### config.mk
export PLATFORM = sky130hd
export DESIGN_NAME = wvba_ctrl
export DESIGN_NICKNAME = d
export VERILOG_FILES = /design/src/hw/rtl/wvba_pkg.sv /design/src/hw/rtl/wvba_ctrl.sv
export SDC_FILE = /design/constraint.sdc
export NUM_CORES = 1
export LEC_CHECK = 0
export ABC_AREA = 1
export BUFFER_PORTS_ARGS = -buffer_cell sky130_fd_sc_hd__buf_2
export CAP_MARGIN = 20
export CORE_AREA = 4 4 41 43
export CTS_CLUSTER_DIAMETER = 150
export DETAILED_ROUTE_END_ITERATION = 8
export DIE_AREA = 0 0 45 47
export PLACE_DENSITY = 0.72
export RECOVER_POWER = 100
export SKIP_LAST_GASP = 1
export SLEW_MARGIN = 20
export SYNTH_ARGS = -nofsm -noshare
export SYNTH_HDL_FRONTEND = slang
export SYNTH_SLANG_ARGS = --single-unit
### constraint.sdc
create_clock -name clk -period 1.2 [get_ports clk]
set_input_delay 0 -clock clk [delete_from_list [all_inputs] [get_ports clk]]
set_output_delay 0 -clock clk [all_outputs]
set_load 0.005 [all_outputs]
### src/hw/rtl/wvba_pkg.sv
// Package for the weighted volume bias average block.
// Holds field widths, register indexes, controller states and the command/status structs.
// No dependencies.
package wvba_pkg;

  localparam int PRICE_W = 32;
  localparam int VOL_W   = 32;
  localparam int BIAS_W  = 48;
  localparam int QUOT_W  = BIAS_W;
  localparam int AVG_W   = 54;
  localparam int PROD_W  = QUOT_W + VOL_W;
  localparam int MUL_SPLIT = 24;
  localparam int CFG_W   = 7;
  localparam int IDX_W   = 2;
  localparam int BAR_W   = 8;
  localparam logic [BAR_W-1:0] BAR_CAP = 8'd128;

  localparam logic [IDX_W-1:0] REG_LONG_BIAS   = 2'd0;
  localparam logic [IDX_W-1:0] REG_LONG_AVG    = 2'd1;
  localparam logic [IDX_W-1:0] REG_SHORT_BIAS  = 2'd2;
  localparam logic [IDX_W-1:0] REG_SHORT_AVG   = 2'd3;

  localparam logic [CFG_W-1:0] RST_LONG_BIAS  = 7'd32;
  localparam logic [CFG_W-1:0] RST_LONG_AVG   = 7'd16;
  localparam logic [CFG_W-1:0] RST_SHORT_BIAS = 7'd8;
  localparam logic [CFG_W-1:0] RST_SHORT_AVG  = 7'd4;

  localparam logic signed [BIAS_W-1:0] BIAS_MAX = {1'b0, {(BIAS_W-1){1'b1}}};
  localparam logic signed [BIAS_W-1:0] BIAS_MIN = {1'b1, {(BIAS_W-1){1'b0}}};

  typedef enum logic [3:0] {
    ST_IDLE,
    ST_START,
    ST_DIV,
    ST_MUL_LO,
    ST_MUL_HI,
    ST_SAT,
    ST_RD_LONG,
    ST_RD_SHORT,
    ST_WS_SHORT,
    ST_TOTAL,
    ST_AVG_GO,
    ST_AVG,
    ST_OUT
  } state_t;

  typedef struct packed {
    logic load_in;
    logic div_start;
    logic mul_lo;
    logic mul_hi;
    logic sat;
    logic rd_short;
    logic upd_long_ws;
    logic upd_short_ws;
    logic commit;
    logic avg_start;
    logic out_load;
    logic cfg_write;
  } cmd_t;

  typedef struct packed {
    logic div_done;
    logic avg_done;
  } status_t;

endpackage

### src/hw/rtl/wvba_ctrl.sv
// Controller state machine: sequences bias, ring updates and averaging.
// Depends on wvba_pkg.
module wvba_ctrl
  import wvba_pkg::*;
(
  input  logic    clk,
  input  logic    rst,
  input  logic    in_valid,
  output logic    in_ready,
  output logic    out_valid,
  input  logic    out_ready,
  input  logic    cfg_valid,
  output logic    cfg_ready,
  input  status_t status,
  output cmd_t    cmd
);

  state_t state, state_next;
  logic   out_valid_next;

  always_ff @(posedge clk) begin
    if (rst) begin
      state     <= ST_IDLE;
      out_valid <= 1'b0;
    end else begin
      state     <= state_next;
      out_valid <= out_valid_next;
    end
  end

  always_comb begin
    state_next = state;
    cmd        = '0;
    in_ready   = 1'b0;
    cfg_ready  = 1'b0;
    unique case (state)
      ST_IDLE: begin
        in_ready      = !rst && !cfg_valid;
        cfg_ready     = !rst && !out_valid;
        cmd.cfg_write = cfg_valid && cfg_ready;
        if (in_valid && in_ready) begin
          cmd.load_in = 1'b1;
          state_next  = ST_START;
        end
      end
      ST_START: begin
        cmd.div_start = 1'b1;
        state_next    = ST_DIV;
      end
      ST_DIV: begin
        if (status.div_done) begin
          state_next = ST_MUL_LO;
        end
      end
      ST_MUL_LO: begin
        cmd.mul_lo = 1'b1;
        state_next = ST_MUL_HI;
      end
      ST_MUL_HI: begin
        cmd.mul_hi = 1'b1;
        state_next = ST_SAT;
      end
      ST_SAT: begin
        cmd.sat    = 1'b1;
        state_next = ST_RD_LONG;
      end
      ST_RD_LONG: begin
        state_next = ST_RD_SHORT;
      end
      ST_RD_SHORT: begin
        cmd.rd_short    = 1'b1;
        cmd.upd_long_ws = 1'b1;
        state_next      = ST_WS_SHORT;
      end
      ST_WS_SHORT: begin
        cmd.rd_short     = 1'b1;
        cmd.upd_short_ws = 1'b1;
        state_next       = ST_TOTAL;
      end
      ST_TOTAL: begin
        cmd.commit = 1'b1;
        state_next = ST_AVG_GO;
      end
      ST_AVG_GO: begin
        cmd.avg_start = 1'b1;
        state_next    = ST_AVG;
      end
      ST_AVG: begin
        if (status.avg_done) begin
          state_next = ST_OUT;
        end
      end
      ST_OUT: begin
        if (!out_valid || out_ready) begin
          cmd.out_load = 1'b1;
          state_next   = ST_IDLE;
        end
      end
      default: state_next = ST_IDLE;
    endcase
  end

  always_comb begin
    out_valid_next = out_valid;
    if (cmd.out_load) begin
      out_valid_next = 1'b1;
    end else if (out_ready) begin
      out_valid_next = 1'b0;
    end
  end

`ifndef SYNTHESIS
  a_accept_leaves_idle: assert property (@(posedge clk) disable iff (rst)
    in_valid && in_ready |=> state == ST_START)
    else $error("accepted bar did not start processing");
  a_load_slot_free: assert property (@(posedge clk) disable iff (rst)
    cmd.out_load |-> !out_valid || out_ready)
    else $error("result overwrote a pending transfer");
  a_load_shows_valid: assert property (@(posedge clk) disable iff (rst)
    cmd.out_load |=> out_valid)
    else $error("loaded result not presented");
  a_cfg_only_idle: assert property (@(posedge clk) disable iff (rst)
    cmd.cfg_write |-> state == ST_IDLE && !cmd.commit)
    else $error("register write outside idle");
`endif

endmodule

==> results.ini <==
[status]
status=finished with violations
violations=negative setup slack

[synthesis]
netlist_area_um2=458
syn_nets=89
synth-warning-count=0
synth.avg_cell_area_um2=5.58
yosysTopAreaCellShare_pct=21.9
synth_area_leaders=dfxtp_1 (22%), nor2_1 (20%), inv_1 (9.8%)
synthCells=82
ys_seq_elements=5
yosys.area.top_type=dfxtp_1
synth_cell_types=21
seq_area_frac_synth_pct=21.9

[worst_hold_path]
hold_class=in -> reg
holdPathEnd=out_valid$_SDFFE_PP0P_
min_path_cells=2
hold_start=rst

[floorplanning]
die-area_um2=2120
initial_utilization_pct=35.2
dieWidth_um=45
num_rows=13
core_um2=1300
pin_count=22
die_y_um=47

[final_layout]
nNetsFinal=122
drive_gt1_share_pct=53.5
final_common_cell=buf_2
final_cell_mix=buf_2 (21), nor2_1 (19), inv_1 (10)
design_area_um2=747
insertedDiodeCount=0
final_core_util_pct=57.4
area_delta_synth_final_pct=63.1
fin_cells=129

[critical_path]
endpoint_kind=output pin
cpPeakStageDelay_ns=0.36
cpMaxStageDelayCell=dfxtp_4
path_max_fanout=6
worstReg2RegStart=state[2]$_SDFFE_PP0P_
start_kind=flip-flop
crit_required_ns=1.20
r2r_slack_ns=0
cp_num_buf_inv=2
critical_path.top_delay_family=simple AND/OR/NAND/NOR gates
crit_type=reg -> out
arrival_ns=1.30
reg2reg_to=state[3]$_SDFFE_PP0P_
rr_worst_depth=7
path_cells=nor2_4 -> nand2_4 -> buf_6 -> nor3_4 -> and2_1 -> buf_2

[timing]
skew_ns=0.000502
slew_violations=0
worstMarginPinSlew_ns=0.283
rsz0062_at_grt=true
finalSetupViolCount=2
hold_violations=0
finalSetupTns_ns=-0.171
setup_slack_ns=-0.103
max_freq_mhz=767
slew_headroom_pct=81.0
hold_ws_ns=0.0341
fin_crit_sh_pct=109
fin_crit_ns=1.30

[power_and_ir_drop]
p_total_mw=1.77
vdd_ir_drop_max_uv=1190
p_leak_nw=0.427
p_per_area_nw_per_um2=2370

[clock_network]
cts-buffers-inserted=3
cts_sinks=5
htreeDepth=1
ctsHoldBuffers=0
clockBufferDepth=2
cts_tree=yes
cts-root-buf=clkbuf_4
path_clk_slew_ns=0.05
clock_latency_ns=0.24

[global_routing]
grt_pass1_wl_mm=2.17
antenna_found_initial=0
groute.usage.overall_pct=13.6
grt_pass1_vias=568
grt_overflow=0
grt_start_max_net_pins=7

[detailed_routing]
vias=615
wl_mm=1.37
ant_nets=0
drt_first_pass_iters=4
drc_errors=0
drt_iter0_markers=13
wl_per_cell_um=10.6
drt-vias-per-instance=4.77

[place]
dpl.hpwl_mm=1.01
place_inst=120
io_buffers=21
dp_slack_ns=0.0141
routabilityCongestion=0.861
dpl_cell_area_um2=597

[flow_run]
max-cap-violations=0

synth_stat cells (all sizes together):
cell type and instances:
inv 15, o22ai 1, nor2 29, nand4 1, buf 1, or2 1, o21ai 2, a21oi 2
nor4 1, nor3 2, dfxtp 5, and2 1, nand2 14, nand3 7
where the power goes:
group          leakage (nW)  internal [mW]  switching, mW
combinational         0.368          0.577          0.625
sequential           0.0437          0.256          0.113
clock                0.0150          0.126         0.0744
per-layer routing:
| layer | wire (um) | up-vias | GRT usage, % |
|---|---|---|---|
| li1 | - | 314 | - |
| met1 | 570 | 286 | 16.2 |
| met2 | 740 | 13 | 23.2 |
| met3 | 43 | 2 | 1.92 |
| met4 | 10 | 0 | 8.19 |
| met5 | 0 | - | 0 |
state kept, by name, indices dropped and copies added, names as in the netlist:
signal     cells
state          4
out_valid      1
what timing repair did:
item,4_1_cts,5_1_grt
buffers inserted,5,1
endpoints found under the hold margin,0,0
pin swaps,10,6
setup endpoints to repair,12,16
resized for setup,14,15
how the worst max path moves through the flow:
stage                           from               endpoint  slack [ns]  depth (start not counted)
6_report       state[2]$_SDFFE_PP0P_                cmd[11]       -0.10                          6
5_1_grt        state[2]$_SDFFE_PP0P_                cmd[11]       -0.15                          6
4_1_cts        state[3]$_SDFFE_PP0P_                cmd[11]       -0.07                          6
3_5_place_dp   state[2]$_SDFFE_PP0P_  state[0]$_SDFFE_PP0P_        0.01                          6
3_3_place_gp   state[2]$_SDFFE_PP0P_  state[3]$_SDFFE_PP0P_        0.03                          6
2_1_floorplan  state[2]$_SDFFE_PP0P_  state[0]$_SDFFE_PP0P_        0.13                          6
cell type report:
cell class / instances / area (um^2)
Clock buffer: 4 / 26.3
Tap cell: 15 / 18.8
Multi-Input combinational cell: 61 / 362
Inverter: 15 / 56.3
Sequential cell: 5 / 115
Fill cell: 115 / 554
Timing Repair Buffer: 29 / 169
kinds of logic after synthesis:
kind of cell           count (synthesis)  share of synthesized area (%)
AO/OA/AOI/OAI                          5                           6.56
buffers and inverters                 16                           13.9
flip-flops                             5                           21.9
AND/OR/NAND/NOR                       56                           57.7
Note: power is estimated with default switching activity, not from simulation.
